[src/hw/rtl/averaged_velocity_damping_force_assert.svh]
// Assertion macros shared by the damping force RTL.
// Expects clk and rst to be in scope where a macro is used.
`ifndef AVERAGED_VELOCITY_DAMPING_FORCE_ASSERT_SVH
`define AVERAGED_VELOCITY_DAMPING_FORCE_ASSERT_SVH

// same-cycle implication
`define AVDF_ASSERT_NOW(label, ante, cons, msg) \
  label: assert property (@(posedge clk) disable iff (rst) (ante) |-> (cons)) \
    else $error(msg);

// next-cycle implication
`define AVDF_ASSERT_NEXT(label, ante, cons, msg) \
  label: assert property (@(posedge clk) disable iff (rst) (ante) |=> (cons)) \
    else $error(msg);

`endif

[src/hw/rtl/avdf_pkg.sv]
// Package for the averaged velocity damping force block.
// Widths, register indexes and stage control types; no dependencies.
`default_nettype none

package avdf_pkg;

  localparam int VEL_W      = 16;
  localparam int HIST_LOG2  = 6;
  localparam int HIST_DEPTH = 1 << HIST_LOG2;
  localparam int PTR_W      = HIST_LOG2;
  localparam int SUM_W      = VEL_W + HIST_LOG2;
  localparam int GAIN_W     = 16;
  localparam int THR_W      = 15;
  localparam int THR2_W     = 2 * THR_W;
  localparam int SQ_W       = 2 * VEL_W;
  localparam int MAG_W      = SQ_W + 2;
  localparam int PROD_W     = GAIN_W + VEL_W + 1;
  localparam int FORCE_W    = 32;
  localparam int CFG_IDX_W  = 2;
  localparam int CFG_DATA_W = 16;

  localparam logic [CFG_IDX_W-1:0] REG_DAMPING_GAIN    = 2'd0;
  localparam logic [CFG_IDX_W-1:0] REG_SPEED_THRESHOLD = 2'd1;

  localparam logic [GAIN_W-1:0] GAIN_RST = 16'd0;
  localparam logic [THR_W-1:0]  THR_RST  = 15'd80;

  typedef struct packed {
    logic             ld1;
    logic [PTR_W-1:0] rd_addr;
    logic             ld2;
    logic             push;
    logic [PTR_W-1:0] wr_addr;
    logic             old_ok;
    logic             ld3;
  } lane_ctl_t;

  typedef struct packed {
    logic [SQ_W-1:0]          sq;
    logic signed [PROD_W-1:0] prod;
  } lane_res_t;

  typedef struct packed {
    logic ld4;
    logic on3;
  } merge_ctl_t;

endpackage

`default_nettype wire

[src/hw/rtl/avdf_ram.sv]
// Generic single-write, single-read RAM with registered read data.
// No dependencies.
`default_nettype none

module avdf_ram #(
  parameter int WIDTH = 16,
  parameter int DEPTH = 64
) (
  input  wire logic                     clk,
  input  wire logic                     we,
  input  wire logic [$clog2(DEPTH)-1:0] waddr,
  input  wire logic [WIDTH-1:0]         wdata,
  input  wire logic                     re,
  input  wire logic [$clog2(DEPTH)-1:0] raddr,
  output logic      [WIDTH-1:0]         rdata
);

  logic [WIDTH-1:0] mem [DEPTH];

  always_ff @(posedge clk) begin
    if (we) begin
      mem[waddr] <= wdata;
    end
    if (re) begin
      rdata <= mem[raddr];
    end
  end

endmodule

`default_nettype wire

[src/hw/rtl/avdf_lane.sv]
// One axis lane: history RAM, running sum, mean, square and gain product.
// Depends on avdf_pkg and avdf_ram.
`default_nettype none

module avdf_lane (
  input  wire logic                                clk,
  input  wire logic                                rst,
  input  wire avdf_pkg::lane_ctl_t                 ctl,
  input  wire logic [avdf_pkg::GAIN_W-1:0]         gain,
  input  wire logic signed [avdf_pkg::VEL_W-1:0]   vel,
  output avdf_pkg::lane_res_t                      res
);

  logic signed [avdf_pkg::VEL_W-1:0]  samp1;
  logic        [avdf_pkg::VEL_W-1:0]  old_raw;
  logic signed [avdf_pkg::VEL_W-1:0]  old_eff;
  logic signed [avdf_pkg::VEL_W-1:0]  mean2;
  logic signed [avdf_pkg::SUM_W-1:0]  sum;
  logic signed [avdf_pkg::SUM_W-1:0]  sum_next;
  logic signed [avdf_pkg::SQ_W-1:0]   sq_c;
  logic signed [avdf_pkg::PROD_W-1:0] prod_c;

  avdf_ram #(
    .WIDTH(avdf_pkg::VEL_W),
    .DEPTH(avdf_pkg::HIST_DEPTH)
  ) u_hist (
    .clk  (clk),
    .we   (ctl.push),
    .waddr(ctl.wr_addr),
    .wdata(samp1),
    .re   (ctl.ld1),
    .raddr(ctl.rd_addr),
    .rdata(old_raw)
  );

  // never-written entries read as zero
  assign old_eff  = ctl.old_ok ? $signed(old_raw) : '0;
  assign sum_next = sum + avdf_pkg::SUM_W'(samp1) - avdf_pkg::SUM_W'(old_eff);
  assign sq_c     = avdf_pkg::SQ_W'(mean2) * avdf_pkg::SQ_W'(mean2);
  assign prod_c   = avdf_pkg::PROD_W'($signed({1'b0, gain})) * avdf_pkg::PROD_W'(mean2);

  always_ff @(posedge clk) begin
    if (rst) begin
      sum <= '0;
    end else if (ctl.push) begin
      sum <= sum_next;
    end
  end

  always_ff @(posedge clk) begin
    if (ctl.ld1) begin
      samp1 <= vel;
    end
    if (ctl.ld2) begin
      mean2 <= avdf_pkg::VEL_W'(sum_next >>> avdf_pkg::HIST_LOG2);
    end
    if (ctl.ld3) begin
      res.sq   <= $unsigned(sq_c);
      res.prod <= prod_c;
    end
  end

endmodule

`default_nettype wire

[config.mk]
export PLATFORM = sky130hd
export DESIGN_NAME = avdf_lane
export DESIGN_NICKNAME = d
export VERILOG_FILES = /design/src/hw/rtl/averaged_velocity_damping_force_assert.svh /design/src/hw/rtl/avdf_pkg.sv /design/src/hw/rtl/avdf_ram.sv /design/src/hw/rtl/avdf_lane.sv
export SDC_FILE = /design/constraint.sdc
export NUM_CORES = 2
export LEC_CHECK = 0
export BUFFER_PORTS_ARGS = -buffer_cell sky130_fd_sc_hd__buf_2
export CAP_MARGIN = 20
export CORE_MARGIN = 4
export CORE_UTILIZATION = 50
export CTS_BUF_LIST = sky130_fd_sc_hd__clkbuf_16
export CTS_CLUSTER_SIZE = 40
export DETAILED_ROUTE_END_ITERATION = 10
export PLACE_DENSITY = 0.66
export SETUP_SLACK_MARGIN = 0.5
export SYNTH_ARGS = -nofsm -noshare
export SYNTH_HDL_FRONTEND = slang
export SYNTH_SLANG_ARGS = --single-unit
[constraint.sdc]
create_clock -name clk -period 8.5 [get_ports clk]
set_input_delay 1.7 -clock clk [delete_from_list [all_inputs] [get_ports clk]]
set_output_delay 1.7 -clock clk [all_outputs]
set_load 0.005 [all_outputs]
Word-level counts from Yosys, hierarchy flattened --
Memories as Yosys holds them, arrays and structs flattened. A register that Yosys moved wholly into a read port is not among the register bits. Cells that the tools add are included.
Word-level totals: RAM bits 1024, register bits after elaboration 119, ROM bits 0, memories kept 1, word-level logic and storage cells 13, latch bits 0
Cells by class: add/subtract/negate cells 2, reduce and logical (&&, ||, !) cells 0, multiply operators 2, bitwise gates (word level) 0, multiplexer cells 3, divide/modulo/power cells 0, shifts and indexed selects 0, eq/ne operators 0, order comparisons 0
Memory list:
- u_hist.mem | depth 64, bits a word 16, read ports 1, clocked after Yosys merged registers in 1, write ports 1, line avdf_ram.sv:18 | logic [WIDTH-1:0] mem [DEPTH];
Operator list (number):
- $mul A17 B16 Y33 | 1
- $mul A16 B16 Y32 | 1
- $add A22 B16 Y22 | 1
- $sub A22 B16 Y22 | 1
- $mux W16 | 1
- $mux W1 | 2

Depth between registers and ports, before layout --
word-level depth 2, depth in mapped cells 25, gate-level depth less buffers 24

Modules after synthesis --
Synthesis repeated with hierarchy kept, for this count alone.
Unflattened totals: cell total of the unflattened synthesis 4281, area, all modules 63534.7 µm²
Modules (own cells, without submodules):
- avdf_ram | instances 1, area an instance 40202.3 µm², seq. area each 31230.0 µm², cells each 1829
- avdf_lane | instances 1, area an instance 23332.4 µm², seq. area each 3323.2 µm², cells each 2452

Least setup slack after synthesis --
OpenSTA, ideal clock, no wires.
kind in2reg, start input port gain[15] (netlist bit), end register res[31] (netlist bit) (data pin), data arrival time 6.885 ns, cell stages on the path 21, data required time 8.237 ns, setup time 0.263 ns, setup slack 1.353 ns, cells stage by stage clkbuf_1 nand2_1 fa_1 fa_1 inv_1 fa_1 fa_1 fa_1 inv_1 fa_1 inv_1 ha_1 o21a_1 o21ai_0 nor2b_1 a2111o_1 nand2_1 a221oi_1 a21oi_1 o41ai_2 xnor2_1
On the way: word-level cells in the longest chain between the ends 1
Ends and longest elaborated chain:
- start, declared | line avdf_lane.sv:9 | input wire logic [avdf_pkg::GAIN_W-1:0] gain,
- $mul A17 B16 Y33 | line avdf_lane.sv:40 | assign prod_c = avdf_pkg::PROD_W'($signed({1'b0, gain})) * avdf_pkg::PROD_W'(mean2);
- via prod_c (one bit) | line avdf_lane.sv:21 | logic signed [avdf_pkg::PROD_W-1:0] prod_c;
- end, declared | line avdf_lane.sv:11 | output avdf_pkg::lane_res_t res
The timed path passes the listed nets, and every way through them passes these cells. A chain may end at the register's enable or synchronous reset.

Worst setup path after layout --
start register mean2[4] (netlist bit), end register res[63] (netlist bit) (data pin)
On the way: word-level cells in the longest chain between the ends 1
Ends and longest elaborated chain:
- start, declared | line avdf_lane.sv:17 | logic signed [avdf_pkg::VEL_W-1:0] mean2;
- start signal, assigned | line avdf_lane.sv:55 | mean2 <= avdf_pkg::VEL_W'(sum_next >>> avdf_pkg::HIST_LOG2);
- $mul A16 B16 Y32 | line avdf_lane.sv:39 | assign sq_c = avdf_pkg::SQ_W'(mean2) * avdf_pkg::SQ_W'(mean2);
- via sq_c (one bit) | line avdf_lane.sv:20 | logic signed [avdf_pkg::SQ_W-1:0] sq_c;
The timed path passes the listed nets, and every way through them passes these cells.

==> reports/results.txt <==
Synth area leader - edfxtp_1
Synth Area per Inst - 15.8 sq um
Worst path slowest cell - edfxtp_1
Final Skew - 0.0700 ns
Synth warn - 0
Post-Syn Nets - 4,704
Vias per std cell - 5.59
Initial Util - 50.5%
Layout cells sized above 1 - 17.4%
Post-DP HPWL - 93,000 um
Outcome - finished clean
Family with the most delay on the worst path - adder cells
Share of the synthesized area in the top cell type - 54.4%
Hold-fix buffers at CTS - 0
Chip Width - 362 um
Sequential Area - 34,600 sq um
Worst-skew pair later-pin latency - 0.74 ns
Fin crit period - 7.32 ns
Synth cell count leaders - edfxtp_1, inv_1, fa_1
Worst Path Arrival - 7.78 ns
Worst Tran Pin Value - 1.06 ns
Startpoint Class - flop
Post-Route WL - 140,000 um
# resized after CTS - 0
Worst path cell trace - buf_4 > and2_1 > fa_1 > inv_1 > fa_1 > fa_1 > inv_1 > fa_1 > fa_1 > inv_1 > fa_1 > inv_1 > ha_1 > and3_1 > a221oi_2 > nand2b_1 > nand4_1 > a31oi_1 > o211a_1 > o21bai_1 > a21oi_1 > xnor2_1
Mapped Area - 62,700 sq um
Global Route Usage Sum - 22.0%
Initial antenna violation count - 8
Root buf cell - clkbuf_16
DIE HEIGHT - 362 um
WL met2 - 69,600 um
Row Count - 129
Setup CP Type - flop to flop
Worst-path clk slew - 0.06 ns
Final net count - 4,888
Gpl congestion - 0.871
WL/cell - 23.8 um
Ys flop type - edfxtp_1
Final setup fails - 0
H-tree lvl count - 3
Port-buffer cells - 114
Crit path buf inv count - 5
Fin area - 69,200 sq um
Max Fanout on Critical Path - 19
Fmax - 137 MHz
Final ANT Viol Nets - 0
Area delta synth->final - 10.5%
First-pass DRT Iterations - 5
Dominant cells by area after synthesis - edfxtp_1, fa_1, mux4_2, ha_1, inv_1
Setup TNS - 0 ns
First-pass GRT wire length - 216,000 um
Most used cell, CP - fa_1
Synth Register Bits - 1,158
Slew HR - 29.1%
Die area - 131,000 sq um
CTS tree - done
Hold Path Class - flop to flop
Max incr delay on CP - 0.99 ns
Drc violations - 0
DR WL met3 - 9190 um
Max-cap violations - 0
DP Area - 65,500 sq um
Vias in the first global route - 34,700
CTS max path bufs - 3
Largest net degree at the start of global routing - 119
Req. time, crit path - 8.96 ns
RSZ-0062 raised after global routing - false
Multi-input gate area - 25,100 sq um
R2R setup slack - 1.18 ns
Via Count - 32,900
Top-count cell post-synth - edfxtp_1
Synth cell types - 66
Top Ports - 116
CTS buffer count - 115
Max layer used - met5
Final-layout fill cell count - 9,721
Initial DRC count - 2,686
Seq/Total Area, Yosys - 55.1%
Final Max Slew Viols - 0
Cells after Synth - 3,966
Worst setup EP type - flop
M1 WL - 57,800 um
GRT Residual Overflow - 0
Post-CTS Setup Repair Bufs - 0
Async SR Flop Fraction - 0%
Post-synth EDFFs - 1,136
Core box area - 124,000 sq um
Fin crit share - 86.1%
CTS sink cnt - 1,158
Final hold violations - 0
-- worst reg2reg max path: cells and delay by family (launching register included) --
family	cells	cell delay [ns]
adders and majority gates	7	3.20
and+or+nand+nor	4	0.84
buffers and inverters	5	0.65
AOI/OAI and AO/OA	5	1.33
xor gates and xnor gates	1	0.09
DFF	1	0.99
-- cells by family after synthesis --
logic type	after synthesis	synth area share [%]
simple gates	685	5.20
fa+ha+maj	687	19.1
mux	349	12.3
flops	1158	55.1
other cells	1	0.00598
xor+xnor	90	1.26
compound gates	201	2.14
buf+inv	795	4.88
-- sequential cells by signal, summed over array words and instances (netlist names) --
signal	count
mean2	16
res	64
samp1	16
sum	22
u_hist.mem	1024
u_hist.rdata	16
-- cells in the final DEF, fill, tap and decap left out, drive strengths merged, types with 4 or more instances in the layout --
cell,instances
o31ai,4
fa,448
nand4,4
o31a,4
a21o,24
dfxtp,22
mux2i,13
nand2b,19
a211o,4
nand2,237
or2,7
xnor2,75
buf,225
bufinv,8
ha,239
clkbuf,115
o21ai,35
clkinv,56
o21bai,9
o21a,11
inv,664
nor2b,11
a31oi,5
mux4,336
a31o,7
nor2,164
or3,8
nor3,25
edfxtp,1136
nand3,20
and2,170
a21oi,60
a211oi,14
xor2,15
and3,7
-- per-stage QoR --
step	std cells	hold WS [ns]	setup WS [ns]	utilization, %
floorplan	3966	0.424	1.35	-
global placement	5669	0.452	0.878	52.8
detailed placement	5669	0.476	0.817	52.8
CTS	5878	0.490	1.20	55.7
global route	5879	0.535	0.775	55.8
finish	5882	0.490	1.18	55.8
-- layout make-up --
class,instances,share of cell area (%)
Multi-Input combinational cell,2013,36.2
Sequential cell,1158,49.9
Clock inverter,94,1.12
Timing Repair Buffer,225,2.15
Antenna cell,3,0.0108
Tap cell,1637,2.96
Clock buffer,115,4.16
Inverter,637,3.45
-- path summary, 6_finish.rpt --
kind	startpoint	end	depth (start not counted)
setup / recovery	mean2[4]$_DFFE_PP_	res[63]$_DFFE_PP_	22
hold / removal	sum[4]$_SDFFE_PP0P_	sum[4]$_SDFFE_PP0P_	2
setup reg to reg	mean2[4]$_DFFE_PP_	res[63]$_DFFE_PP_	22
hold reg to reg	sum[4]$_SDFFE_PP0P_	sum[4]$_SDFFE_PP0P_	2
-- routing by layer --
layer  GRT usage (%)  vias to the layer above
li1                -                    14400
met1            30.2                    17300
met2            36.8                      965
met3            3.88                      188
met4            5.92                        6
met5               0                        -
Power is left out: the tool's default activity adds up to more than one toggle a clock period on the data nets, which glitch-free logic cannot reach.
