### src/hw/rtl/averaged_velocity_damping_force_assert.svh
// Assertion macros shared by the damping force RTL.
// Expects clk and rst to be in scope where a macro is used.
`ifndef AVERAGED_VELOCITY_DAMPING_FORCE_ASSERT_SVH
`define AVERAGED_VELOCITY_DAMPING_FORCE_ASSERT_SVH

// same-cycle implication
`define AVDF_ASSERT_NOW(label, ante, cons, msg) \
  label: assert property (@(posedge clk) disable iff (rst) (ante) |-> (cons)) \
    else $error(msg);

// next-cycle implication
`define AVDF_ASSERT_NEXT(label, ante, cons, msg) \
  label: assert property (@(posedge clk) disable iff (rst) (ante) |=> (cons)) \
    else $error(msg);

`endif

### src/hw/rtl/avdf_pkg.sv
// Package for the averaged velocity damping force block.
// Widths, register indexes and stage control types; no dependencies.
`default_nettype none

package avdf_pkg;

  localparam int VEL_W      = 16;
  localparam int HIST_LOG2  = 6;
  localparam int HIST_DEPTH = 1 << HIST_LOG2;
  localparam int PTR_W      = HIST_LOG2;
  localparam int SUM_W      = VEL_W + HIST_LOG2;
  localparam int GAIN_W     = 16;
  localparam int THR_W      = 15;
  localparam int THR2_W     = 2 * THR_W;
  localparam int SQ_W       = 2 * VEL_W;
  localparam int MAG_W      = SQ_W + 2;
  localparam int PROD_W     = GAIN_W + VEL_W + 1;
  localparam int FORCE_W    = 32;
  localparam int CFG_IDX_W  = 2;
  localparam int CFG_DATA_W = 16;

  localparam logic [CFG_IDX_W-1:0] REG_DAMPING_GAIN    = 2'd0;
  localparam logic [CFG_IDX_W-1:0] REG_SPEED_THRESHOLD = 2'd1;

  localparam logic [GAIN_W-1:0] GAIN_RST = 16'd0;
  localparam logic [THR_W-1:0]  THR_RST  = 15'd80;

  typedef struct packed {
    logic             ld1;
    logic [PTR_W-1:0] rd_addr;
    logic             ld2;
    logic             push;
    logic [PTR_W-1:0] wr_addr;
    logic             old_ok;
    logic             ld3;
  } lane_ctl_t;

  typedef struct packed {
    logic [SQ_W-1:0]          sq;
    logic signed [PROD_W-1:0] prod;
  } lane_res_t;

  typedef struct packed {
    logic ld4;
    logic on3;
  } merge_ctl_t;

endpackage

`default_nettype wire

### src/hw/rtl/avdf_ctrl.sv
// Pipeline control: stage valids, ready chain, history pointers, entry valid bits.
// Depends on avdf_pkg and the assertion macro header.
`default_nettype none

`include "averaged_velocity_damping_force_assert.svh"

module avdf_ctrl (
  input  wire logic              clk,
  input  wire logic              rst,
  input  wire logic              gain_on,
  input  wire logic              in_valid,
  output logic                   in_ready,
  output logic                   out_valid,
  input  wire logic              out_ready,
  output avdf_pkg::lane_ctl_t    ctl,
  output avdf_pkg::merge_ctl_t   mctl,
  output logic                   force_on
);

  logic v1, v2, v3;
  logic on1, on2, on3;
  logic ok1;
  logic free1, free2, free3, free4;
  logic ld1, ld2, ld3, ld4, push;
  logic [avdf_pkg::PTR_W-1:0]      rd_ptr;
  logic [avdf_pkg::PTR_W-1:0]      wr_ptr;
  logic [avdf_pkg::HIST_DEPTH-1:0] hv;

  // a stage is free if empty or its beat moves on this cycle
  assign free4 = !out_valid || out_ready;
  assign free3 = !v3 || free4;
  assign free2 = !v2 || free3;
  assign free1 = !v1 || free2;

  assign ld1  = in_valid && free1;
  assign ld2  = v1 && free2;
  assign ld3  = v2 && free3;
  assign ld4  = v3 && free4;
  assign push = ld2 && on1;

  assign in_ready = free1;

  always_comb begin
    ctl.ld1     = ld1;
    ctl.rd_addr = rd_ptr;
    ctl.ld2     = ld2;
    ctl.push    = push;
    ctl.wr_addr = wr_ptr;
    ctl.old_ok  = ok1;
    ctl.ld3     = ld3;
    mctl.ld4    = ld4;
    mctl.on3    = on3;
  end

  always_ff @(posedge clk) begin
    if (rst) begin
      v1        <= 1'b0;
      v2        <= 1'b0;
      v3        <= 1'b0;
      out_valid <= 1'b0;
      rd_ptr    <= '0;
      wr_ptr    <= '0;
      hv        <= '0;
    end else begin
      v1        <= ld1 || (v1 && !ld2);
      v2        <= ld2 || (v2 && !ld3);
      v3        <= ld3 || (v3 && !ld4);
      out_valid <= ld4 || (out_valid && !out_ready);
      if (ld1 && gain_on) begin
        rd_ptr <= rd_ptr + 1'b1;
      end
      if (push) begin
        wr_ptr     <= wr_ptr + 1'b1;
        hv[wr_ptr] <= 1'b1;
      end
    end
  end

  always_ff @(posedge clk) begin
    if (ld1) begin
      on1 <= gain_on;
      ok1 <= hv[rd_ptr];
    end
    if (ld2) begin
      on2 <= on1;
    end
    if (ld3) begin
      on3 <= on2;
    end
    if (ld4) begin
      force_on <= on3;
    end
  end

  `AVDF_ASSERT_NOW(ptr_lockstep, !(v1 && on1), rd_ptr == wr_ptr, "read/write pointers drift")
  `AVDF_ASSERT_NOW(ptr_ahead, v1 && on1, rd_ptr == wr_ptr + 1'b1, "read pointer not one ahead")
  `AVDF_ASSERT_NOW(no_overrun, out_valid && !out_ready, !ld4, "output beat overwritten")
  `AVDF_ASSERT_NOW(stall_full, !in_ready, v1 && v2 && v3 && out_valid, "stall with a bubble")
  `AVDF_ASSERT_NEXT(entry_marked, push, hv[$past(wr_ptr)], "written entry not marked valid")

endmodule

`default_nettype wire

### config.mk
export PLATFORM = sky130hd
export DESIGN_NAME = avdf_ctrl
export DESIGN_NICKNAME = d
export VERILOG_FILES = /design/src/hw/rtl/avdf_pkg.sv /design/src/hw/rtl/avdf_ctrl.sv
export VERILOG_INCLUDE_DIRS = /design/src /design/src/hw/rtl
export SDC_FILE = /design/constraint.sdc
export NUM_CORES = 1
export LEC_CHECK = 0
export ABC_AREA = 1
export BUFFER_PORTS_ARGS = -buffer_cell sky130_fd_sc_hd__buf_2
export CAP_MARGIN = 5
export CORE_MARGIN = 2
export CORE_UTILIZATION = 60
export CTS_BUF_LIST = sky130_fd_sc_hd__clkbuf_8
export DETAILED_ROUTE_END_ITERATION = 7
export GPL_TIMING_DRIVEN = 0
export PLACE_DENSITY = 0.79
export SYNTH_ARGS = -nofsm -noshare
export SYNTH_HDL_FRONTEND = slang
export SYNTH_SLANG_ARGS = --single-unit
### constraint.sdc
create_clock -name clk -period 2.5 [get_ports clk]
set_input_delay 0.25 -clock clk [delete_from_list [all_inputs] [get_ports clk]]
set_output_delay 0.25 -clock clk [all_outputs]
set_load 0.01 [all_outputs]
# Yosys cells after proc, flatten, opt, wreduce, memory -nomap -nowiden

Index checks and enable logic that the tools add are counted.

Register bits: 85
Bits in latches: 0
Memory bits (writable): 0
Memory bits (read-only): 0
Input bits: 5
Output and inout bits: 22
Logic and storage cells: 49
Memories kept: 0

Add/sub/neg operators: 2
Multiply operators: 0
Div/mod/pow operators: 0
Order comparisons: 3
Eq/ne operators: 0
Shift-type cells: 0
Mux-type cells: 4
Bitwise logic cells: 1
Reduce and logical (&&, ||, !) cells: 27

Operator list:

| operator            | count |
|---|---|
| $or 64x64->64       | 1 |
| $lt 6x7->1 const B  | 2 |
| $add 6x1->6 const B | 2 |
| $logic_and 1x1->1   | 11 |
| $logic_not 1->1     | 8 |
| $logic_or 1x1->1    | 8 |
| $bmux 1 s6          | 1 |
| $demux 1 s6         | 1 |
| $ge 6x1->1 const B  | 1 |
| $mux 1              | 2 |

# Longest topological paths before layout

Word-level depth: 8
Gate-level depth with buffers: 11
Mapped depth without buffers: 9

# Least setup slack after synthesis

No wires, ideal clock.

Kind: reg2reg
Start: register rd_ptr[0] in the netlist's numbering
End: register ok1 (data pin)
Arrival time: 1189 ps
Data required time: 2247 ps
Path slack: 1057 ps
Cell stages (with the launch flop): 12
Path buffers: 2
Period minus slack after synthesis: 1443 ps
Cell sequence: dfxtp_1 -> buf_4 -> inv_2 -> buf_6 -> nand2_1 -> nand3_1 -> nand3_1 -> nand2_1 -> nor2_1 -> nand2_1 -> nand3_1 -> nand2_1

Longest elaborated chain between the ends: 2

Ends and longest elaborated chain:

| element                      | RTL line        | text |
|---|---|---|
| start, declared              | avdf_ctrl.sv:25 | `logic [avdf_pkg::PTR_W-1:0] rd_ptr;` |
| start signal, assigned       | avdf_ctrl.sv:70 | `rd_ptr <= rd_ptr + 1'b1;` |
| $bmux 1 s6                   | avdf_ctrl.sv:82 | `ok1 <= hv[rd_ptr];` |
| $mux 1 (implied by the code) | avdf_ctrl.sv:82 |  |
| end signal, assigned         | avdf_ctrl.sv:82 |  |
| end, declared                | avdf_ctrl.sv:22 | `logic ok1;` |

No other way between the ends. The select of a mux whose other input is x is not followed.
A chain may end at the register's enable or synchronous reset.

# Worst setup path after layout

Start: register out_valid
End: output ctl[8] in the netlist's numbering

Longest elaborated chain between the ends: 6

Ends and longest elaborated chain:

| element                | RTL line        | text |
|---|---|---|
| start, declared        | avdf_ctrl.sv:13 | `output logic out_valid,` |
| start signal, assigned | avdf_ctrl.sv:68 | `out_valid <= ld4 \|\| (out_valid && !out_ready);` |
| $logic_not 1->1        | avdf_ctrl.sv:30 | `assign free4 = !out_valid \|\| out_ready;` |
| $logic_or 1x1->1       | avdf_ctrl.sv:30 |  |
| $logic_or 1x1->1       | avdf_ctrl.sv:31 | `assign free3 = !v3 \|\| free4;` |
| $logic_or 1x1->1       | avdf_ctrl.sv:32 | `assign free2 = !v2 \|\| free3;` |
| $logic_and 1x1->1      | avdf_ctrl.sv:36 | `assign ld2 = v1 && free2;` |
| $logic_and 1x1->1      | avdf_ctrl.sv:39 | `assign push = ld2 && on1;` |
| end, declared          | avdf_ctrl.sv:15 | `output avdf_pkg::lane_ctl_t ctl,` |

No other way between the ends.

==> out/qor.yml <==
run_status:
  status: "finished clean"
critical_path:
  critical_path_class: "flip-flop to output pin"
  slowest_delay_ns: 0.41
  critPathLaunchType: "flip-flop"
  critPathCaptureType: "output pin"
  crit_path_top_delay_cell: "dfxtp_1"
  worst_path_most_repeated_cell: "buf_4"
  cp_data_required_time_ns: 2.25
  cp_max_fo: 10
  path_cells: "nand4_2 > nand3_4 > inv_2 > buf_4 > buf_4 > buf_2"
  cp.arrival_ns: 1.68
timing:
  clock.fmax_mhz: 519
  grt_setup_unrepaired: "false"
  fin_tns_setup_ns: 0
  hold_viol: 0
  clock_skew_ns: 0.00551
  finalMaxSlewViolations: 0
  relSlewSlack: 0.573
  setup_viol: 0
  period_share: 0.771
  fin_crit_ns: 1.93
  worstMarginPinSlew_ns: 0.641
  fin_ws_ns: 0.572
clock_network:
  path_clk_slew_ns: 0.09
  cts-root-buf: "clkbuf_8"
  numCtsBuffers: 9
  post-cts-setup-buffers: 0
  cts_sinks: 85
  cts_resized: 0
  clk_path_buf_depth: 2
  tritoncts: "built"
  ctsHoldBuffers: 0
  clk_latency_ns: 0.36
  htreeDepth: 3
cells_and_area:
  diodes: 0
  final_cell_count_no_fill: 657
  syn_to_final_growth_pct: 11.6
  fin_nets: 582
  fin_util: 0.688
  drive_gt1_frac: 0.143
  fillers: 545
worst_hold_path:
  min_path_type: "input port to flip-flop"
synthesis:
  synth_edf_count: 5
  ys_types: 30
  yosys_warnings: 0
  ys_seq_area_frac: 0.450
  synth_top_area_frac: 0.412
  synth.area.top_cells: "dfxtp_1 (41%), nand2_1 (10%), a21oi_1 (8.7%)"
  syn_area_um2: 3890
  synthCells: 538
  synth-main-ff-cell: "dfxtp_1"
  synth_nets: 545
  async_reset_ff_frac: 0
  ys_ff_latch: 85
  synth_top_area_cell: "dfxtp_1"
  synth.avg_cell_area_um2: 7.23
floorplan:
  core-area_um2: 6310
  die_y_um: 84.5
  die_x_um: 84.5
  rows: 29
  start_util: 0.616
  die_area_um2: 7150
  io_pins: 27
global_route:
  grt_overflow_total: 0
  grt.total_usage: 0.291
  grt_max_degree: 15
  grt_pass1_wl_mm: 16.4
  antenna_found_initial: 0
  first_global_vias: 3334
detailed_routing:
  drc_errors: 0
  avgViaCountPerCell: 5.65
  vias: 3710
  ant_nets: 0
  dr.pass1.iters: 5
  routedWlPerCell_um: 15.4
  wirelength_mm: 10.1
  drt_iter0_drc: 362
placement:
  dp_slack_ns: 0.818
  dp.cells: 641
  dp_hpwl_mm: 7.03
  routabilityCongestion: 0.917
  numPortBuffers: 26
power_and_ir_drop:
  p_per_area_nw_per_um2: 622
  vdd_drop_max_v: 0.000585
  power.total_mw: 2.70
  p_leak_nw: 1.82
run:
  cap_viol_max_count: 0
kinds of logic (layout without fill, tap and decap cells):
family / after synthesis / in the layout / share of synthesized area
AOI/OAI and AO/OA: 96 / 96 / 0.129
xor gates and xnor gates: 2 / 2 / 0.00450
adders and majority gates: 2 / 2 / 0.00643
buffers and inverters: 103 / 145 / 0.119
DFF: 85 / 85 / 0.450
and+or+nand+nor: 250 / 250 / 0.291
layout by cell type, fill, tap and decap left out, types with 3 or more instances in the layout:
cell type  instances
nor2_2             3
o21ai_0           10
inv_2              5
dfxtp_1           80
nor3_4             3
buf_2             33
o211ai_1           5
a21oi_1           68
a31oi_1            5
nor3_1             4
inv_1             69
buf_4             14
clkbuf_8          10
o21ai_1            7
nand2_1          107
nor2_1            66
clkbuf_1           6
nand3_1           57
edfxtp_1           5
routing by layer:
layer	wire length (µm)	global-route usage
met4	247	0.102
met5	0	0
met1	4280	0.392
met2	4740	0.476
met3	842	0.0492
state kept, by name, indices dropped and copies added, names as in the netlist:
register,cells
hv,64
rd_ptr,6
wr_ptr,6
force_on,1
ok1,1
on1,1
on2,1
on3,1
out_valid,1
v1,1
v2,1
v3,1
cell usage after synthesis, types with 2 or more instances:
library cell	count
nor2_2	3
o21ai_1	7
buf_6	2
inv_2	5
nand3_1	57
clkbuf_1	6
buf_2	7
buf_4	14
inv_1	68
nor3_4	3
o211ai_1	5
xor2_1	2
dfxtp_1	80
nand2_1	107
nor2_4	2
nand3_4	2
o21ai_0	10
nor3_2	2
a21oi_1	68
ha_1	2
nor2_1	66
edfxtp_1	5
a31oi_1	5
nor3_1	4
layout make-up:
type	count	area (µm²)	area share
tap	77	96.3	0.0222
sequential	85	1750	0.403
clock buffer	10	138	0.0317
buffer	30	189	0.0435
inverter	73	274	0.0631
clock inverter	6	87.6	0.0202
timing repair buffer	26	130	0.0300
multi-input combinational	350	1680	0.386
path summary, 6_finish.rpt:
check / startpoint / endpoint / slack, ns / depth (start not counted)
min: gain_on / on1 / 0.11 / 1
max: out_valid / ctl[8] / 0.57 / 6
min reg2reg: on2 / on3 / 0.43 / 0
max reg2reg: rd_ptr[1] / ok1 / 0.79 / 9
critical path, delay by kind of cell, from the launching register on:
family	cells	cell delay, ns
buffers and inverters	4	0.59
DFF	1	0.41
and+or+nand+nor	2	0.32
power by group:
part	total [mW]	internal [mW]	switching, mW
clock network	1.09	0.588	0.503
registers	1.39	1.38	0.00932
logic	0.223	0.0690	0.154
total	2.70	2.03	0.666
metrics by stage:
step,cell area [µm²],hold WS [ns]
floorplan,3890,0.349
global placement,4120,0.404
detailed placement,4120,0.409
CTS,4340,0.106
global route,4340,0.0993
finish,4340,0.112
(Power assumes the default switching activity.)
