[src/hw/rtl/averaged_velocity_damping_force_assert.svh]
// Assertion macros shared by the damping force RTL.
// Expects clk and rst to be in scope where a macro is used.
`ifndef AVERAGED_VELOCITY_DAMPING_FORCE_ASSERT_SVH
`define AVERAGED_VELOCITY_DAMPING_FORCE_ASSERT_SVH

// same-cycle implication
`define AVDF_ASSERT_NOW(label, ante, cons, msg) \
  label: assert property (@(posedge clk) disable iff (rst) (ante) |-> (cons)) \
    else $error(msg);

// next-cycle implication
`define AVDF_ASSERT_NEXT(label, ante, cons, msg) \
  label: assert property (@(posedge clk) disable iff (rst) (ante) |=> (cons)) \
    else $error(msg);

`endif

[src/hw/rtl/avdf_pkg.sv]
// Package for the averaged velocity damping force block.
// Widths, register indexes and stage control types; no dependencies.
`default_nettype none

package avdf_pkg;

  localparam int VEL_W      = 16;
  localparam int HIST_LOG2  = 6;
  localparam int HIST_DEPTH = 1 << HIST_LOG2;
  localparam int PTR_W      = HIST_LOG2;
  localparam int SUM_W      = VEL_W + HIST_LOG2;
  localparam int GAIN_W     = 16;
  localparam int THR_W      = 15;
  localparam int THR2_W     = 2 * THR_W;
  localparam int SQ_W       = 2 * VEL_W;
  localparam int MAG_W      = SQ_W + 2;
  localparam int PROD_W     = GAIN_W + VEL_W + 1;
  localparam int FORCE_W    = 32;
  localparam int CFG_IDX_W  = 2;
  localparam int CFG_DATA_W = 16;

  localparam logic [CFG_IDX_W-1:0] REG_DAMPING_GAIN    = 2'd0;
  localparam logic [CFG_IDX_W-1:0] REG_SPEED_THRESHOLD = 2'd1;

  localparam logic [GAIN_W-1:0] GAIN_RST = 16'd0;
  localparam logic [THR_W-1:0]  THR_RST  = 15'd80;

  typedef struct packed {
    logic             ld1;
    logic [PTR_W-1:0] rd_addr;
    logic             ld2;
    logic             push;
    logic [PTR_W-1:0] wr_addr;
    logic             old_ok;
    logic             ld3;
  } lane_ctl_t;

  typedef struct packed {
    logic [SQ_W-1:0]          sq;
    logic signed [PROD_W-1:0] prod;
  } lane_res_t;

  typedef struct packed {
    logic ld4;
    logic on3;
  } merge_ctl_t;

endpackage

`default_nettype wire

[src/hw/rtl/avdf_merge.sv]
// Merge stage: squared magnitude against threshold, force negate and clamp.
// Depends on avdf_pkg.
`default_nettype none

module avdf_merge (
  input  wire logic                                 clk,
  input  wire logic [avdf_pkg::THR_W-1:0]           thresh,
  input  wire avdf_pkg::merge_ctl_t                 mctl,
  input  wire avdf_pkg::lane_res_t                  res_x,
  input  wire avdf_pkg::lane_res_t                  res_y,
  input  wire avdf_pkg::lane_res_t                  res_z,
  output logic signed [avdf_pkg::FORCE_W-1:0]       force_x,
  output logic signed [avdf_pkg::FORCE_W-1:0]       force_y,
  output logic signed [avdf_pkg::FORCE_W-1:0]       force_z
);

  logic [avdf_pkg::THR2_W-1:0] thr2;
  logic [avdf_pkg::MAG_W-1:0]  mag;
  logic                        fire;

  function automatic logic signed [avdf_pkg::FORCE_W-1:0] sat_neg(
    input logic signed [avdf_pkg::PROD_W-1:0] p
  );
    logic signed [avdf_pkg::PROD_W-1:0] n;
    logic                               fits;
    n    = -p;
    fits = (&n[avdf_pkg::PROD_W-1:avdf_pkg::FORCE_W-1]) ||
           !(|n[avdf_pkg::PROD_W-1:avdf_pkg::FORCE_W-1]);
    if (fits) begin
      return n[avdf_pkg::FORCE_W-1:0];
    end else if (n[avdf_pkg::PROD_W-1]) begin
      return {1'b1, {(avdf_pkg::FORCE_W-1){1'b0}}};
    end else begin
      return {1'b0, {(avdf_pkg::FORCE_W-1){1'b1}}};
    end
  endfunction

  // threshold is to be held static by the user while items run; not enforced here
  always_ff @(posedge clk) begin
    thr2 <= avdf_pkg::THR2_W'(thresh) * avdf_pkg::THR2_W'(thresh);
  end

  assign mag  = avdf_pkg::MAG_W'(res_x.sq) + avdf_pkg::MAG_W'(res_y.sq) +
                avdf_pkg::MAG_W'(res_z.sq);
  assign fire = mctl.on3 && (mag > avdf_pkg::MAG_W'(thr2));

  always_ff @(posedge clk) begin
    if (mctl.ld4) begin
      force_x <= fire ? sat_neg(res_x.prod) : '0;
      force_y <= fire ? sat_neg(res_y.prod) : '0;
      force_z <= fire ? sat_neg(res_z.prod) : '0;
    end
  end

endmodule

`default_nettype wire

[config.mk]
export PLATFORM = sky130hd
export DESIGN_NAME = avdf_merge
export DESIGN_NICKNAME = d
export VERILOG_FILES = /design/src/hw/rtl/averaged_velocity_damping_force_assert.svh /design/src/hw/rtl/avdf_pkg.sv /design/src/hw/rtl/avdf_merge.sv
export SDC_FILE = /design/constraint.sdc
export NUM_CORES = 1
export LEC_CHECK = 0
export BUFFER_PORTS_ARGS = -buffer_cell sky130_fd_sc_hd__buf_2
export CORE_ASPECT_RATIO = 0.5
export CORE_UTILIZATION = 55
export CTS_CLUSTER_DIAMETER = 60
export DETAILED_ROUTE_END_ITERATION = 7
export GPL_ROUTABILITY_DRIVEN = 0
export GPL_TIMING_DRIVEN = 0
export PLACE_DENSITY = 0.82
export SLEW_MARGIN = 20
export SYNTH_ARGS = -nofsm -noshare
export SYNTH_HDL_FRONTEND = slang
export SYNTH_SLANG_ARGS = --single-unit
export TNS_END_PERCENT = 5
[constraint.sdc]
create_clock -name clk -period 9.8 [get_ports clk]
set_input_delay 0.49 -clock clk [delete_from_list [all_inputs] [get_ports clk]]
set_output_delay 0.49 -clock clk [all_outputs]
set_load 0.05 [all_outputs]
======== Word-level counts from Yosys, hierarchy flattened ========
Index checks and enable logic that the tools add are counted.
storage, ports and cells
  input bits .............................. 213
  bits in registers ....................... 126
  word-level logic and storage cells ...... 30
  output and inout bits ................... 96
cells by class
  add/sub/neg operators ................... 5
  $lt $le $gt $ge ......................... 1
  mux-type cells .......................... 6
  $mul .................................... 1
  reduce and logical (&&, ||, !) cells .... 13
operator list
  kind                                      number
  two-way mux 32 bit                        6
  negator 33 bit                            3
  adder 33 x 32 -> 34 bit                   1
  greater-than comparator 34 x 30 -> 1 bit  1
  adder 32 x 32 -> 33 bit                   1
  multiplier 15 x 15 -> 30 bit              1
  AND reduction 2 bit                       3
  OR reduction 2 bit                        3
  logical NOT 1 bit                         3
  logical OR 1 bit                          3
  logical AND 1 bit                         1

======== Logic depth before layout (Yosys ltp) ========
Gate-level depths: netlist of run 1.
  depth after elaboration ................. 5
  gate-level depth with buffers ........... 24
  mapped depth without buffers ............ 22

======== Least setup slack after synthesis of run 1 ========
OpenSTA, ideal clock, no wires.
  path kind ............................... input-to-reg
  start ................................... input port thresh[6] in the netlist's numbering
  end ..................................... register thr2[28] in the netlist's numbering
  path slack .............................. 2.937 ns
  data required time ...................... 9.673 ns
  buffers on the path ..................... 3
  library setup time ...................... 0.127 ns
  arrival time ............................ 6.736 ns
  stages .................................. 22
  cells stage by stage .................... clkbuf_1 clkbuf_1 nand2_1 fa_1 inv_1 fa_1 fa_1 fa_1 fa_1 inv_1 fa_1 inv_1 ha_1 clkbuf_1 a21oi_1 o21ai_0 or3b_2 o221a_2 or4b_2 a31oi_1 o21ai_0 xor2_1
between the ends
  word-level cells in the longest chain between the ends .. 1
RTL lines
  element                       RTL line          RTL
  start: declaration            avdf_merge.sv:7   input wire logic [avdf_pkg::THR_W-1:0] thresh,
  multiplier 15 x 15 -> 30 bit  avdf_merge.sv:40  thr2 <= avdf_pkg::THR2_W'(thresh) * avdf_pkg::THR2_W'(thresh);
  end signal: assignment        avdf_merge.sv:40
  end: declaration              avdf_merge.sv:17  logic [avdf_pkg::THR2_W-1:0] thr2;
Every way passes these cells.
A chain may end at the register's enable or synchronous reset.

======== Final worst setup path of run 1 ========
Ends and elaborated chain as after synthesis.

==> impl_metrics.py, run 1 <==
metrics = {
    "sta": {
        "setup_viol": 0,
        "worst_pin_slew_ps": 840,
        "slew_headroom": 0.440,
        "slew_violations": 0,
        "fin_setup_tns_ps": 0,
        "rsz0062_at_grt": "false",
        "fmax_ghz": 0.139,
        "period_share": 0.737,
        "fin_crit_ps": 7220,
        "clock-skew-final_ps": 14.4,
        "hold_viol": 0,
    },
    "synthesis": {
        "ys_ff_latch": 125,
        "synth_common_cells": "inv_1 (253), nor2_1 (172), fa_1 (168)",
        "synth_nets": 2351,
        "synthDistinctLibCells": 81,
        "yosysMostFrequentCell": "inv_1",
        "ys_warn_count": 0,
        "synth_top_area_cell": "fa_1",
        "ys.flop_type": "edfxtp_1",
        "syn_avg_cell_area_um2": 8.96,
        "synth_top_area_frac": 0.207,
        "synthCells": 1815,
        "synth_edf_count": 96,
        "netlist_top_cells_area": "fa_1 (21%), edfxtp_1 (18%), ha_1 (12%), inv_1 (5.8%), nor2_1 (4.0%)",
        "ys_async_sr_fraction": 0,
        "yosysSeqAreaShare": 0.213,
        "syn_area_um2": 16300,
    },
    "critical_path": {
        "r2r_slack_ps": 5720,
        "critPathCaptureType": "register",
        "crit_path_max_fanout": 10,
        "rr_endpoint": "force_y[22]",
        "crit_start": "thresh[6]",
        "start_kind": "primary input",
        "cp.required_ps": 10100,
        "crit_type": "in2reg",
        "crit_arrival_ps": 7520,
        "rr_worst_depth": 11,
        "r2r-start": "thr2[23]",
    },
    "global_route": {
        "grt_pass1_wl_mm": 68.4,
        "antenna_found_initial": 5,
        "grt_pass1_vias": 13700,
        "grt_util_all_layers": 0.285,
        "grt_max_degree": 65,
        "overflow": 0,
    },
    "finish": {
        "postLayoutCoreUtil": 0.652,
        "nets": 2677,
        "drive_gt1_frac": 0.182,
        "area_growth_pct": 16.2,
        "nFillCells": 2341,
    },
    "route": {
        "avgViaCountPerCell": 5.57,
        "firstDrtPassIters": 5,
        "wire_per_inst_um": 16.9,
        "ant_nets": 0,
        "vias": 14200,
        "drtIter0Drc": 956,
        "route.detailed.drc": 0,
        "drt_wl_total_mm": 43.1,
    },
    "worst_hold_path": {
        "min_from": "thresh[0]",
        "min_to": "thr2[0]",
        "hold_path_class": "in2reg",
        "holdPathStages": 1,
    },
    "die": {
        "initial_core_util": 0.561,
        "io_pins": 309,
        "dieArea_um2": 30300,
        "die_w_um": 245,
        "coreArea_um2": 29000,
        "core.rowCount": 44,
        "die_h_um": 124,
    },
    "pwr": {
        "p_seq_frac": 0.146,
        "ir_drop_uv": 244,
        "combPwrFrac": 0.735,
        "p_clk_frac": 0.119,
        "leakage_uw": 0.00913,
        "internal-power_uw": 2640,
        "switching_share": 0.486,
        "p_per_area_nw_per_um2": 271,
        "power_switching_uw": 2490,
    },
    "clocking": {
        "cts_tree": "built",
        "cts_max_path_buffers": 2,
        "cts_setup_buffers": 0,
        "numCtsBuffers": 17,
        "clk_latency_ps": 430,
        "path_clk_slew_ps": 60,
        "cts_hold_buf": 0,
        "clock-sinks": 125,
        "ctsResizeCount": 0,
        "root_buffer": "clkbuf_16",
        "htree_num_levels": 4,
    },
    "placement": {
        "portBuffers": 306,
        "dp_hpwl_mm": 35.0,
    },
    "run_status": {
        "run_status": "completed",
    },
    "flow_run": {
        "drv_cap": 0,
    },
}
-- power groups by stage --
stage / sequential (µW) / combinational [µW] / clock (µW)
4_1_cts: 749 / 3750 / 614
6_report: 749 / 3770 / 611
2_1_floorplan: 896 / 2770 / 0
3_5_place_dp: 759 / 3710 / 0
5_1_grt: 758 / 4280 / 635
3_3_place_gp: 759 / 3600 / 0
-- logic make-up after synthesis --
logic type,synth area share
AO/OA/AOI/OAI,0.133
XOR/XNOR,0.0732
adder cells (fa/ha/maj),0.326
buffers and inverters,0.0794
flip-flops,0.213
multiplexers,0.00392
AND/OR/NAND/NOR,0.171
-- through the flow --
step / power, µW / instances / hold WS (ps) / cell area, µm² / setup slack [ps]
floorplan: 3670 / 1815 / 518 / 16300 / 2940
global placement: 4360 / 2512 / 738 / 18300 / 2250
finish: 5130 / 2549 / 314 / 18900 / 2580
global route: 5670 / 2548 / 297 / 18900 / 2180
CTS: 5120 / 2544 / 299 / 18900 / 2590
detailed placement: 4470 / 2513 / 740 / 18300 / 2150
-- layer usage --
metal / global-route usage / part of all wire
met1: 0.361 / 0.41
met4: 0.0898 / 0.024
met5: 0 / 0
met3: 0.0424 / 0.070
met2: 0.508 / 0.50
-- sequential cells by signal (all words and copies together) (netlist names) --
signal / cells
force_y: 32
force_z: 32
thr2: 29
force_x: 32
-- critical path: stages --
cell and delay [ps]:
clkbuf_1 330, clkbuf_1 500, nand2_1 220, fa_1 560
inv_1 60, fa_1 460, fa_1 530, fa_1 520
fa_1 540, inv_1 50, fa_1 520, inv_1 40
ha_1 280, clkbuf_1 180, a21oi_1 160, o21ai_0 140
or3b_2 470, o221a_2 280, or4b_2 620, a31oi_1 270
o21ai_0 140, xor2_1 150
-- layout make-up --
cell class | count | area (µm²) | area share
tap | 391 | 489 | 0.0259
timing repair buffer | 307 | 1570 | 0.0828
inverter | 253 | 950 | 0.0502
buffer | 78 | 342 | 0.0181
sequential | 125 | 3460 | 0.183
clock buffer | 17 | 425 | 0.0225
clock inverter | 14 | 131 | 0.00695
multi-input combinational | 1359 | 11500 | 0.610
antenna | 5 | 12.5 | 0.000662
-- how the worst max path moves through the flow --
stage,end,slack (ps)
after floorplan,thr2[28],2940
after global placement,thr2[28],2250
after detailed placement,thr2[28],2150
after CTS,thr2[28],2590
after global routing,thr2[28],2180
final,thr2[28],2580
-- cells in the final DEF (no fill, tap or decap), types with 26 or more instances in the layout --
cell,netlist,final
a21o_1,28,28
buf_2,11,316
and2_1,53,53
xnor2_1,68,68
o21ai_0,88,88
ha_1,155,155
dfxtp_1,29,29
a21oi_1,64,64
nand2_1,157,157
nor3_1,37,37
xor2_1,68,68
nor2_1,172,172
clkbuf_1,58,58
nor4_1,27,26
inv_1,253,253
fa_1,168,168
edfxtp_1,96,96
Note: power is estimated with default switching activity, not from simulation.
==> run 2, diff against run 1 <==
==> constraint.sdc (replaced) <==
create_clock -name clk -period 7.5 [get_ports clk]
set_input_delay 0.375 -clock clk [delete_from_list [all_inputs] [get_ports clk]]
set_output_delay 0.375 -clock clk [all_outputs]
set_load 0.05 [all_outputs]
==> run 2 against run 1 <==
Compared with the run above:
- clock-buffer cell count is the same
- clock power grew 31%
- sequential power grew 31%
- worst hold slack lost 110 ps
- sequential share of layout area is the same
- global-route usage is the same
- critical endpoint unchanged
- largest cell class unchanged
- largest power group unchanged
- highest routed layer unchanged
==> impl_metrics.py, run 2 (synthesis gave the netlist of run 1 again) <==
metrics = {
    "route": {
        "ant_nets": 0,
        "drtIter0Drc": 924,
        "route.detailed.drc": 0,
        "vias": 14200,
        "drt_wl_total_mm": 43.2,
        "avgViaCountPerCell": 5.57,
        "wire_per_inst_um": 16.9,
        "firstDrtPassIters": 8,
    },
    "global_route": {
        "grt_pass1_wl_mm": 68.4,
        "overflow": 0,
        "grt_util_all_layers": 0.285,
        "antenna_found_initial": 5,
        "grt_pass1_vias": 13700,
        "grt_max_degree": 65,
    },
    "clocking": {
        "cts_max_path_buffers": 2,
        "cts_hold_buf": 0,
        "clk_latency_ps": 430,
        "path_clk_slew_ps": 60,
        "root_buffer": "clkbuf_16",
        "numCtsBuffers": 17,
        "ctsResizeCount": 0,
        "cts_tree": "built",
        "htree_num_levels": 4,
        "cts_setup_buffers": 0,
        "clock-sinks": 125,
    },
    "critical_path": {
        "rr_worst_depth": 11,
        "start_kind": "primary input",
        "r2r-start": "thr2[23]",
        "cp.required_ps": 7800,
        "crit_arrival_ps": 7390,
        "crit_path_max_fanout": 10,
        "critPathCaptureType": "register",
        "r2r_slack_ps": 3420,
        "crit_type": "in2reg",
        "rr_endpoint": "force_y[22]",
    },
    "die": {
        "io_pins": 309,
        "initial_core_util": 0.561,
        "coreArea_um2": 29000,
        "dieArea_um2": 30300,
        "core.rowCount": 44,
        "die_w_um": 245,
        "die_h_um": 124,
    },
    "worst_hold_path": {
        "min_to": "thr2[0]",
        "hold_path_class": "in2reg",
        "holdPathStages": 1,
        "min_from": "thresh[0]",
    },
    "sta": {
        "slew_violations": 0,
        "fmax_ghz": 0.141,
        "worst_pin_slew_ps": 843,
        "whs_ps": 199,
        "clock-skew-final_ps": 14.5,
        "hold_viol": 0,
        "setup_viol": 0,
        "period_share": 0.944,
        "rsz0062_at_grt": "false",
        "fin_crit_ps": 7080,
        "slew_headroom": 0.438,
    },
    "finish": {
        "final_cell_mix": "buf_2 (316), inv_1 (253), nor2_1 (172)",
        "final_common_cell": "buf_2",
        "area_growth_pct": 16.2,
        "drive_gt1_frac": 0.182,
        "reg.largest.list": "force_x: 32 flops, force_y: 32 flops, force_z: 32 flops",
        "nets": 2677,
        "nFillCells": 2341,
        "final_cells": 2549,
        "post-route-cell-area_um2": 18900,
    },
    "run_status": {
        "run_status": "completed",
    },
    "placement": {
        "portBuffers": 306,
        "placed_cell_area_um2": 18300,
        "dp_hpwl_mm": 35.0,
        "dp.cells": 2513,
    },
    "flow_run": {
        "drv_cap": 0,
    },
    "pwr": {
        "ir_drop_uv": 319,
        "p_per_area_nw_per_um2": 354,
        "finalPower_uw": 6700,
        "leakage_uw": 0.00913,
    },
}
-- run 2: stage by stage --
stage	TNS, ps	setup WS (ps)	util
floorplan	0	752	-
global placement	0	65.4	0.630
detailed placement	-32.3	-32.3	0.632
CTS	0	409	0.651
global route	0	15.8	0.652
finish	0	419	0.652
-- run 2: worst max path at each step --
stage | startpoint | end | slack (ps) | cells after the start
finish | thresh[6] | thr2[28] | 420 | 22
global route | thresh[6] | thr2[28] | 20 | 22
CTS | thresh[6] | thr2[28] | 410 | 22
detailed placement | thresh[6] | thr2[28] | -30 | 22
global placement | thresh[6] | thr2[28] | 70 | 22
floorplan | thresh[6] | thr2[28] | 750 | 22
-- run 2: where the power goes --
group          total, µW  switching, µW  internal [µW]
logic               4930           2880           2040
registers            978           32.5            946
clock network        799            340            459
total               6700           3260           3450
-- run 2: final cells by class --
type	instances	area [µm²]	share of cell area
Tap cell	391	489	0.0259
Sequential cell	125	3460	0.183
Clock buffer	17	425	0.0225
Antenna cell	5	12.5	0.000662
Clock inverter	14	131	0.00695
Buffer	78	342	0.0181
Inverter	253	950	0.0502
Timing Repair Buffer	307	1570	0.0828
Multi-Input combinational cell	1359	11500	0.610
-- run 2: critical path, stage by stage --
cell and delay (ps):
clkbuf_1 320, buf_1 480, nand2_1 220, fa_1 560, inv_1 60, fa_1 460
fa_1 530, fa_1 520, fa_1 540, inv_1 50, fa_1 520, inv_1 40
ha_1 280, clkbuf_1 180, a21oi_1 160, o21ai_0 140, or3b_2 470, o221a_2 280
or4b_2 620, a31oi_1 270, o21ai_0 140, xor2_1 150
-- run 2: routing by layer --
layer | vias to the layer above | global-route usage | routed length, µm
met5 | - | 0 | 0
met4 | 0 | 0.0898 | 1100
met3 | 99 | 0.0424 | 3000
met2 | 581 | 0.508 | 21300
met1 | 6741 | 0.361 | 17800
li1 | 6781 | - | -
